<file path="config.mk">
export PLATFORM = sky130hd
export DESIGN_NAME = keyed_frequency_counter_table
export DESIGN_NICKNAME = d
export VERILOG_FILES = /design/src/design/kfc_pkg.sv /design/src/design/kfc_cell.sv /design/src/design/keyed_frequency_counter_table.sv
export SDC_FILE = /design/constraint.sdc
export NUM_CORES = 2
export LEC_CHECK = 0
export BUFFER_PORTS_ARGS = -buffer_cell sky130_fd_sc_hd__buf_4
export CORE_UTILIZATION = 56
export CTS_CLUSTER_DIAMETER = 100
export DETAILED_ROUTE_END_ITERATION = 6
export PLACE_DENSITY_LB_ADDON = 0.12
export SLEW_MARGIN = 15
export SYNTH_ARGS = -nofsm -noshare
export SYNTH_HDL_FRONTEND = slang
export SYNTH_SLANG_ARGS = --single-unit
</file>
<file path="constraint.sdc">
create_clock -name clock -period 11.8 [get_ports clock]
set_clock_uncertainty 0.2 [all_clocks]
set_input_delay 2.36 -clock clock [delete_from_list [all_inputs] [get_ports clock]]
set_output_delay 2.36 -clock clock [all_outputs]
set_load 0.02 [all_outputs]
</file>
<file path="src/design/kfc_pkg.sv">
// ----------------------------------------------------------------------------
// kfc_pkg
// types, codes and sizes shared by the keyed frequency counter table
// ----------------------------------------------------------------------------
package kfc_pkg;

   localparam int TABLE_ENTRIES = 16;
   localparam int COUNT_BITS    = 16;
   localparam int KEY_BITS      = 16;
   localparam int IDX_BITS      = $clog2(TABLE_ENTRIES);
   localparam int OCC_BITS      = $clog2(TABLE_ENTRIES + 1);

   // operation codes
   localparam logic [2:0] OP_INC       = 3'd0;
   localparam logic [2:0] OP_DEC       = 3'd1;
   localparam logic [2:0] OP_RESET     = 3'd2;
   localparam logic [2:0] OP_READ_ID   = 3'd3;
   localparam logic [2:0] OP_READ_SLOT = 3'd4;

   // status codes
   localparam logic [1:0] ST_OK     = 2'd0;
   localparam logic [1:0] ST_ABSENT = 2'd1;
   localparam logic [1:0] ST_FULL   = 2'd2;

   typedef struct packed {
      logic [2:0]          operation;
      logic [KEY_BITS-1:0] face_id;
      logic [IDX_BITS-1:0] slot_index;
   } kfc_req_type;

   typedef struct packed {
      logic [COUNT_BITS-1:0] count_value;
      logic [KEY_BITS-1:0]   entry_face_id;
      logic [OCC_BITS-1:0]   entries_used;
      logic [1:0]            status;
   } kfc_rsp_type;

   // request travelling down the row of cells
   typedef struct packed {
      logic                  active;
      logic [2:0]            op;
      logic [KEY_BITS-1:0]   key;
      logic [IDX_BITS-1:0]   slot;
      logic [OCC_BITS-1:0]   occ;
      logic                  hit;
      logic                  insert;
      logic [COUNT_BITS-1:0] count;
      logic [KEY_BITS-1:0]   entry;
   } kfc_token_type;

endpackage

</file>
<file path="src/design/kfc_cell.sv">
// ----------------------------------------------------------------------------
// kfc_cell
// one table entry: holds a key and its counter, serves the passing request
// ----------------------------------------------------------------------------
module kfc_cell (
   input  logic                          clock,
   input  logic                          reset,
   input  logic [kfc_pkg::IDX_BITS-1:0]  cell_idx,
   input  kfc_pkg::kfc_token_type        token_in,
   output kfc_pkg::kfc_token_type        token_out
);

   logic [kfc_pkg::KEY_BITS-1:0]   key_ff,   key_in;
   logic [kfc_pkg::COUNT_BITS-1:0] count_ff, count_in;
   kfc_pkg::kfc_token_type         token_ff, token_in_next;

   logic                            in_use;
   logic                            is_free;
   logic                            key_hit;
   logic                            slot_hit;
   logic [kfc_pkg::COUNT_BITS-1:0]  count_upd;

   assign in_use   = {1'b0, cell_idx} < token_in.occ;
   assign is_free  = {1'b0, cell_idx} == token_in.occ;
   assign key_hit  = token_in.active && !token_in.hit && in_use &&
                     (token_in.op <= kfc_pkg::OP_READ_ID) && (key_ff == token_in.key);
   assign slot_hit = token_in.active && !token_in.hit && in_use &&
                     (token_in.op == kfc_pkg::OP_READ_SLOT) && (cell_idx == token_in.slot);

   // counter after the keyed operation
   always_comb begin
      unique case (token_in.op)
         kfc_pkg::OP_INC: begin
            count_upd = (count_ff == '1) ? count_ff : count_ff + 1'b1;
         end
         kfc_pkg::OP_DEC: begin
            count_upd = (count_ff == '0) ? count_ff : count_ff - 1'b1;
         end
         kfc_pkg::OP_RESET: begin
            count_upd = '0;
         end
         default: begin
            count_upd = count_ff;
         end
      endcase
   end

   always_comb begin
      key_in        = key_ff;
      count_in      = count_ff;
      token_in_next = token_in;
      priority if (key_hit) begin
         count_in            = count_upd;
         token_in_next.hit   = 1'b1;
         token_in_next.count = count_upd;
      end else if (slot_hit) begin
         token_in_next.hit   = 1'b1;
         token_in_next.count = count_ff;
         token_in_next.entry = key_ff;
      end else if (token_in.active && !token_in.hit && is_free &&
                   (token_in.op == kfc_pkg::OP_INC)) begin
         // first unused slot: append the new id
         key_in               = token_in.key;
         count_in             = kfc_pkg::COUNT_BITS'(1);
         token_in_next.hit    = 1'b1;
         token_in_next.insert = 1'b1;
         token_in_next.count  = kfc_pkg::COUNT_BITS'(1);
      end else begin
         token_in_next = token_in;
      end
   end

   always_ff @(posedge clock) begin
      key_ff   <= key_in;
      count_ff <= count_in;
      if (reset) begin
         token_ff <= '0;
      end else begin
         token_ff <= token_in_next;
      end
   end

   assign token_out = token_ff;

endmodule

</file>
<file path="src/design/keyed_frequency_counter_table.sv">
// ----------------------------------------------------------------------------
// keyed_frequency_counter_table
// table of interface ids with request counters, kept in a row of cells
// ----------------------------------------------------------------------------
// each request enters a row of sixteen cells, one cell per table entry,
// and moves one cell per clock; the cell holding the id (or the slot, or
// the first free entry for a new id) updates itself as the request passes.
// one request is in flight at a time: a transfer on req passes the sixteen
// cell registers and then the result register, and a new request is taken
// only after the last one has reached the result register. a request is
// taken only while the result register is empty or being emptied in the
// same cycle.
// ----------------------------------------------------------------------------
module keyed_frequency_counter_table (
   input  logic                  clock,
   input  logic                  reset,
   input  logic                  req_valid,
   output logic                  req_ready,
   input  kfc_pkg::kfc_req_type  req_data,
   output logic                  rsp_valid,
   input  logic                  rsp_ready,
   output kfc_pkg::kfc_rsp_type  rsp_data
);

   localparam int N = kfc_pkg::TABLE_ENTRIES;

   // control state
   logic                          busy_ff,  busy_in;
   logic                          rsp_valid_ff, rsp_valid_in;
   logic [kfc_pkg::OCC_BITS-1:0]  occ_ff,   occ_in;
   kfc_pkg::kfc_rsp_type          rsp_ff,   rsp_in;

   kfc_pkg::kfc_token_type        tok_chain [0:N];
   kfc_pkg::kfc_token_type        tok_done;
   logic [N-1:0]                  act_vec;
   logic                          req_take;
   logic                          rsp_take;

   assign rsp_take  = rsp_valid_ff && rsp_ready;
   assign req_ready = !busy_ff && (!rsp_valid_ff || rsp_ready);
   assign req_take  = req_valid && req_ready;

   // request enters the row at cell 0
   always_comb begin
      tok_chain[0]        = '0;
      tok_chain[0].active = req_take;
      tok_chain[0].op     = req_data.operation;
      tok_chain[0].key    = req_data.face_id;
      tok_chain[0].slot   = req_data.slot_index;
      tok_chain[0].occ    = occ_ff;
   end

   // row of cells, one per table entry
   for (genvar i = 0; i < N; i++) begin : g_cell
      kfc_cell u_cell (
         .clock     (clock),
         .reset     (reset),
         .cell_idx  (kfc_pkg::IDX_BITS'(i)),
         .token_in  (tok_chain[i]),
         .token_out (tok_chain[i+1])
      );
      assign act_vec[i] = tok_chain[i+1].active;
   end

   assign tok_done = tok_chain[N];

   // result formed from the request leaving the last cell
   always_comb begin
      busy_in      = busy_ff;
      rsp_valid_in = rsp_valid_ff;
      occ_in       = occ_ff;
      rsp_in       = rsp_ff;
      if (rsp_take) begin
         rsp_valid_in = 1'b0;
      end
      if (req_take) begin
         busy_in = 1'b1;
      end
      if (tok_done.active) begin
         busy_in      = 1'b0;
         rsp_valid_in = 1'b1;
         occ_in       = occ_ff + kfc_pkg::OCC_BITS'(tok_done.insert);
         rsp_in.count_value   = tok_done.hit ? tok_done.count : '0;
         rsp_in.entry_face_id = tok_done.entry;
         rsp_in.entries_used  = occ_ff + kfc_pkg::OCC_BITS'(tok_done.insert);
         priority if (tok_done.hit) begin
            rsp_in.status = kfc_pkg::ST_OK;
         end else if (tok_done.op == kfc_pkg::OP_INC) begin
            // no match and no free slot: insert dropped
            rsp_in.status = kfc_pkg::ST_FULL;
         end else begin
            rsp_in.status = kfc_pkg::ST_ABSENT;
         end
      end
   end

   always_ff @(posedge clock) begin
      if (reset) begin
         busy_ff      <= 1'b0;
         rsp_valid_ff <= 1'b0;
         occ_ff       <= '0;
      end else begin
         busy_ff      <= busy_in;
         rsp_valid_ff <= rsp_valid_in;
         occ_ff       <= occ_in;
      end
      rsp_ff <= rsp_in;
   end

   assign rsp_valid = rsp_valid_ff;
   assign rsp_data  = rsp_ff;

   // at most one request in the row
   a_single_token: assert property (@(posedge clock) disable iff (reset)
      $onehot0(act_vec))
      else $error("more than one request in flight");

   // occupancy never exceeds the table size
   a_occ_bound: assert property (@(posedge clock) disable iff (reset)
      occ_ff <= kfc_pkg::OCC_BITS'(N))
      else $error("occupancy out of range");

   // a taken request keeps the block busy
   a_busy_after_take: assert property (@(posedge clock) disable iff (reset)
      req_take |=> busy_ff && act_vec[0])
      else $error("request not entered into the row");

   // a dropped insert only happens with a full table
   a_full_status: assert property (@(posedge clock) disable iff (reset)
      rsp_valid_ff && (rsp_ff.status == kfc_pkg::ST_FULL) |->
         rsp_ff.entries_used == kfc_pkg::OCC_BITS'(N))
      else $error("full status with free entries");

endmodule
</file>
== Yosys cells after proc, flatten, opt, wreduce, memory -nomap -nowiden ==
Cells that the tools add are included.
Storage, ports and cells
  register bits after elaboration: 1541
  bits in latches: 0
  bits in writable memories: 0
  ROM bits: 0
  output and inout bits: 41
  logic and storage cells: 862
  memories kept: 0
Operators by class
  $add $sub $neg: 33
  $mul: 0
  divide/modulo/power cells: 0
  order comparisons: 32
  equality and inequality tests: 126
  shift operators: 0
  multiplexer cells: 224
  bitwise logic cells: 32
  reductions and logical operators: 235
Operators by type and width (number)
  2-to-1 mux 16 bit: 111
  case mux 16 bit (3 select lines): 16
  2-to-1 mux 32 bit: 16
  2-to-1 mux 18 bit: 16
  adder 16 x 1 -> 16 bit, second input constant: 16
  == test 16 bit: 16
  == test 16 bit, second input constant: 16
  logical NOT 16 bit: 16
  subtractor 16 x 1 -> 16 bit, second input constant: 16
  logical AND 1 bit: 130
  2-to-1 mux 1 bit: 64
  logical NOT 3 bit: 17
  == test 3 x 1 -> 1 bit, second input constant: 16
  == test 3 x 2 -> 1 bit, second input constant: 16
  == test 3 bit, second input constant: 16
  less-or-equal comparator 3 x 2 -> 1 bit, second input constant: 16
  AND reduction 3 bit: 16
  == test 4 x 5 -> 1 bit, first input constant: 8
  less-than comparator 4 x 5 -> 1 bit, first input constant: 8
  nonzero test 2 bit: 17
  == test 4 bit, first input constant: 8
  != test 2 x 1 -> 1 bit, second input constant: 16
  inverter 1 bit: 32
  AND reduction 2 bit: 16
  other kinds (17): 47

== Longest topological paths before layout ==
  word-level depth: 9
  gate-level depth with buffers: 11

== Hierarchy ==
Synthesis repeated with hierarchy kept, for this count alone.
Second synthesis, totals
  cells, all modules: 8337
  area total of the unflattened synthesis: 77413.0 um^2
Modules (own cells, without submodules)
  kfc_cell at g_cell[0].u_cell ...: times used 9, cells each 528, area each 4753.3 um^2, seq. area each 2222.1 um^2
  kfc_cell at g_cell[4].u_cell ...: times used 5, cells each 493, area each 4688.2 um^2, seq. area each 2222.1 um^2
  kfc_cell at g_cell[9].u_cell: times used 1, cells each 525, area each 4774.6 um^2, seq. area each 2222.1 um^2
  kfc_cell at g_cell[12].u_cell: times used 1, cells each 497, area each 4762.1 um^2, seq. area each 2222.1 um^2
  keyed_frequency_counter_table: times used 1, cells each 98, area each 1655.3 um^2, seq. area each 1311.3 um^2

== Least setup slack after synthesis ==
Ideal clock, no wire load.
  path kind: input -> output
  start point: input port rsp_ready
  end point: output port req_ready
  data arrival time: 2.690 ns
  required time: 9.240 ns
  slack: 6.550 ns
  stages on the path: 2
  path through: nor2b_1 nor2_1
On the way
  word-level cells in the longest chain between the ends: 2
Ends and longest elaborated chain
  start, declared: RTL line keyed_frequency_counter_table.sv:21  | input logic rsp_ready,
  logical OR 1 bit: RTL line keyed_frequency_counter_table.sv:40  | assign req_ready = !busy_ff && (!rsp_valid_ff || rsp_ready);
  logical AND 1 bit: RTL line keyed_frequency_counter_table.sv:40
  end, declared: RTL line keyed_frequency_counter_table.sv:18  | output logic req_ready,
Every way passes these cells.

== Worst setup path after layout ==
Same ends and word-level chain as after synthesis.

==> run_results.csv <==
group,metric,value,unit
synth,synthesis.area,0.0704,mm²
setup_path,critPathKind,"in2out",
hold_path,hold_depth,0,
clock_tree,cts_resized,0,
clock_tree,cts_hold_buffers,0,
global_routing,track_usage,0.320,
route,drt_iter0_drc,6857,
timing,fin_crit,5.41,ns
pwr,p_comb_frac,0.016,
die,core_area,0.124,mm²
setup_path,ff2ff_path_depth,6,
timing,finalHoldViolations,0,
timing,fin_crit_sh,0.458,
clock_tree,cts.reportedPaths.clkPinSlew,0.06,ns
global_routing,grt_max_degree,206,
synth,yosys_warnings,0,
synth,synth_edf_count,551,
route,drc,0,
final_layout,syn_to_final_growth,9.06,%
timing,rsz0062_at_grt,"false",
pwr,power_switching,2.22,mW
synth,synth_compound_area_frac,0.163,
synth,synth_seq_cells,1541,
final_layout,fill_cells,10422,
synth,ys_seq_area_frac,0.517,
final_layout,layout_common_cells,"989 x dfxtp_1, 751 x nand2_1, 551 x edfxtp_1",
final_layout,layout_commonest_cell,"dfxtp_1",
pwr,p_int,8.48,mW
clock_tree,cts_max_level,4,
timing,relSlewSlack,0.233,
die,die_w,356,µm
timing,clock.fmax,0.185,GHz
synth,synth_top_family_by_area,"simple AND/OR/NAND/NOR gates",
global_routing,grt_pass1_vias,52487,
place,gp_congestion,0.941,
clock_tree,numCtsBuffers,156,
place,port_buffers,67,
place,hpwl,147000,µm
pwr,power_leakage,27.5,nW
route,vias_per_cell,6.30,
timing,setup_viol,0,
die,die_height,356,µm
hold_path,min_to,"rsp_data[15]",
setup_path,path_max_fanout,3,
synth,postSynthCellCount,7467,
setup_path,worst_setup_path_end_kind,"output port",
route,top_layer_used,"met5",
setup_path,worst_setup_path_start_kind,"primary input",
timing,slew_viol_final,0,
global_routing,antenna_found_initial,7,
timing,tns,0,ns
clock_tree,clockBufferDepth,3,
die,dieArea,0.127,mm²
setup_path,r2r-end,"g_cell[9].u_cell.token_out[19]",
synth,synthFlopType,"dfxtp_1",
setup_path,worstPathRequired,9.24,ns
route,dr_total_vias,56465,
final_layout,drive_gt1_frac,0.0651,
synth,yosys.area_share.simple,0.221,
place,dpl_cell_area,0.0714,mm²
synth,syn_nets,7540,
synth,syn_area_per_cell,9.42,µm²
pwr,p_seq_frac,0.515,
timing,tightest_slew,1.15,ns
route,ant_nets,0,
pwr,p_per_area,139,mW/mm²
pwr,peakVddDrop,164,µV
route,dr.pass1.iters,7,
job,drv_cap,0,
hold_path,worstHoldStart,"g_cell[15].u_cell.token_out[8]",
global_routing,grt_pass1_wl,318000,µm
synth,synthAdderAreaFrac,0.00818,
global_routing,overflow,0,
synth,muxShareOfSynthArea,0.0120,
route,routed_wl,207000,µm
setup_path,regToRegSetupSlack,7.40,ns
synth,synth_xor_area_frac,0.0404,
final_layout,nets,7271,
die,start_util,0.567,
synth,async_flop_share,0,
hold_path,hold_path_class,"reg2reg",
die,io_pins,68,
route,wl_met3,14700,µm
pwr,clock_power_share,0.470,
route,routedWlPerCell,23.1,µm
clock_tree,tritoncts,"done",
die,num_rows,129,
clock_tree,postCtsSetupRepairBufs,0,
setup_path,crit_arrival,2.85,ns
final_layout,fin_area,0.0767,mm²
status,status,"finished, final reports clean",
pwr,swShare,0.207,
clock_tree,cts_root_buf,"clkbuf_16",
setup_path,r2r-start,"g_cell[8].u_cell.token_out[61]",
clock_tree,cts_num_sinks,1541,
route,met2_length,95600,µm
synth,ys_types,97,
route,wl_met1,89200,µm
clock_tree,clk_latency,0.79,ns
-- worst max path at each step --
stage	slack, ns	endpoint	from	cells past startpoint
after CTS	6.39	req_ready	rsp_ready	4
after global placement	5.84	g_cell[9].u_cell.token_out[27]	reset	7
after global routing	6.29	g_cell[9].u_cell.token_out[27]	reset	7
after floorplan	6.55	req_ready	rsp_ready	2
after detailed placement	5.82	g_cell[9].u_cell.token_out[25]	reset	7
final	6.39	req_ready	rsp_ready	4
-- worst max-delay path, cell delays in order --
cell     delay (ns)
buf_4          0.11
nor2b_1        0.17
nor2_1         0.06
buf_4          0.15
-- registers in the layout, indices dropped and copies added (netlist names) --
register,count
g_cell.u_cell.count_ff,256
g_cell.u_cell.key_ff,256
busy_ff,1
rsp_data,39
g_cell.u_cell.token_out,983
rsp_valid,1
occ_ff,5
-- area by class of cell --
| cell class | instances | area, µm² | area share |
|---|---|---|---|
| sequential | 1541 | 36400 | 0.474 |
| inverter | 153 | 577 | 0.00752 |
| clock inverter | 63 | 639 | 0.00833 |
| timing repair buffer | 140 | 1080 | 0.0141 |
| clock buffer | 224 | 4640 | 0.0605 |
| multi-input combinational | 5206 | 31400 | 0.409 |
| tap | 1637 | 2050 | 0.0267 |
| antenna | 5 | 12.5 | 0.000163 |
-- power groups by stage --
stage,sequential (mW),combinational (mW),clock [mW]
floorplan,5.61,0.120,0
global placement,5.62,0.166,0
detailed placement,5.62,0.167,0
CTS,5.50,0.168,5.09
global route,5.50,0.182,5.31
finish,5.50,0.169,5.02
-- logic make-up after synthesis --
logic type,count (synthesis)
XOR/XNOR,325
AO/OA/AOI/OAI,1735
flip-flops,1541
buffers and inverters,720
AND/OR/NAND/NOR,3018
multiplexers,82
adder cells (fa/ha/maj),46
-- through the flow --
stage | power, mW | hold slack, ns | setup slack [ns] | cells | util
floorplan | 5.73 | 0.186 | 6.55 | 7467 | -
global placement | 5.79 | 0.189 | 5.84 | 8677 | 0.576
detailed placement | 5.79 | 0.191 | 5.82 | 8677 | 0.576
CTS | 10.8 | 0.203 | 6.39 | 8964 | 0.618
global route | 11.0 | 0.221 | 6.29 | 8965 | 0.618
finish | 10.7 | 0.202 | 6.39 | 8969 | 0.618
-- cell usage after synthesis (all sizes together), types with 43 or more instances --
cell	instances	area share
and4	43	0.0054
ha	46	0.0082
or3	85	0.0076
clkbuf	541	0.029
nor2b	452	0.040
o21a	96	0.010
nor2	551	0.029
a22oi	119	0.013
inv	151	0.0081
o22ai	96	0.0085
edfxtp	551	0.24
nand2b	53	0.0047
xnor2	183	0.023
o21ai	225	0.016
xor2	142	0.018
nor4	145	0.013
nor3	216	0.016
a21oi	528	0.038
nand2	751	0.040
dfxtp	990	0.28
a211oi	52	0.0055
nand4	159	0.014
a31oi	122	0.011
or4	61	0.0067
nand3	201	0.014
mux2i	65	0.0092
a22o	75	0.0093
and2	71	0.0063
and3	89	0.0079
-- metal layers --
| metal | vias to the layer above | GRT usage |
|---|---|---|
| met3 | 355 | 0.0435 |
| met1 | 27150 | 0.444 |
| met5 | - | 0 |
| li1 | 26583 | - |
| met4 | 4 | 0.120 |
| met2 | 2373 | 0.508 |
Power figures use the tool's default switching activity.
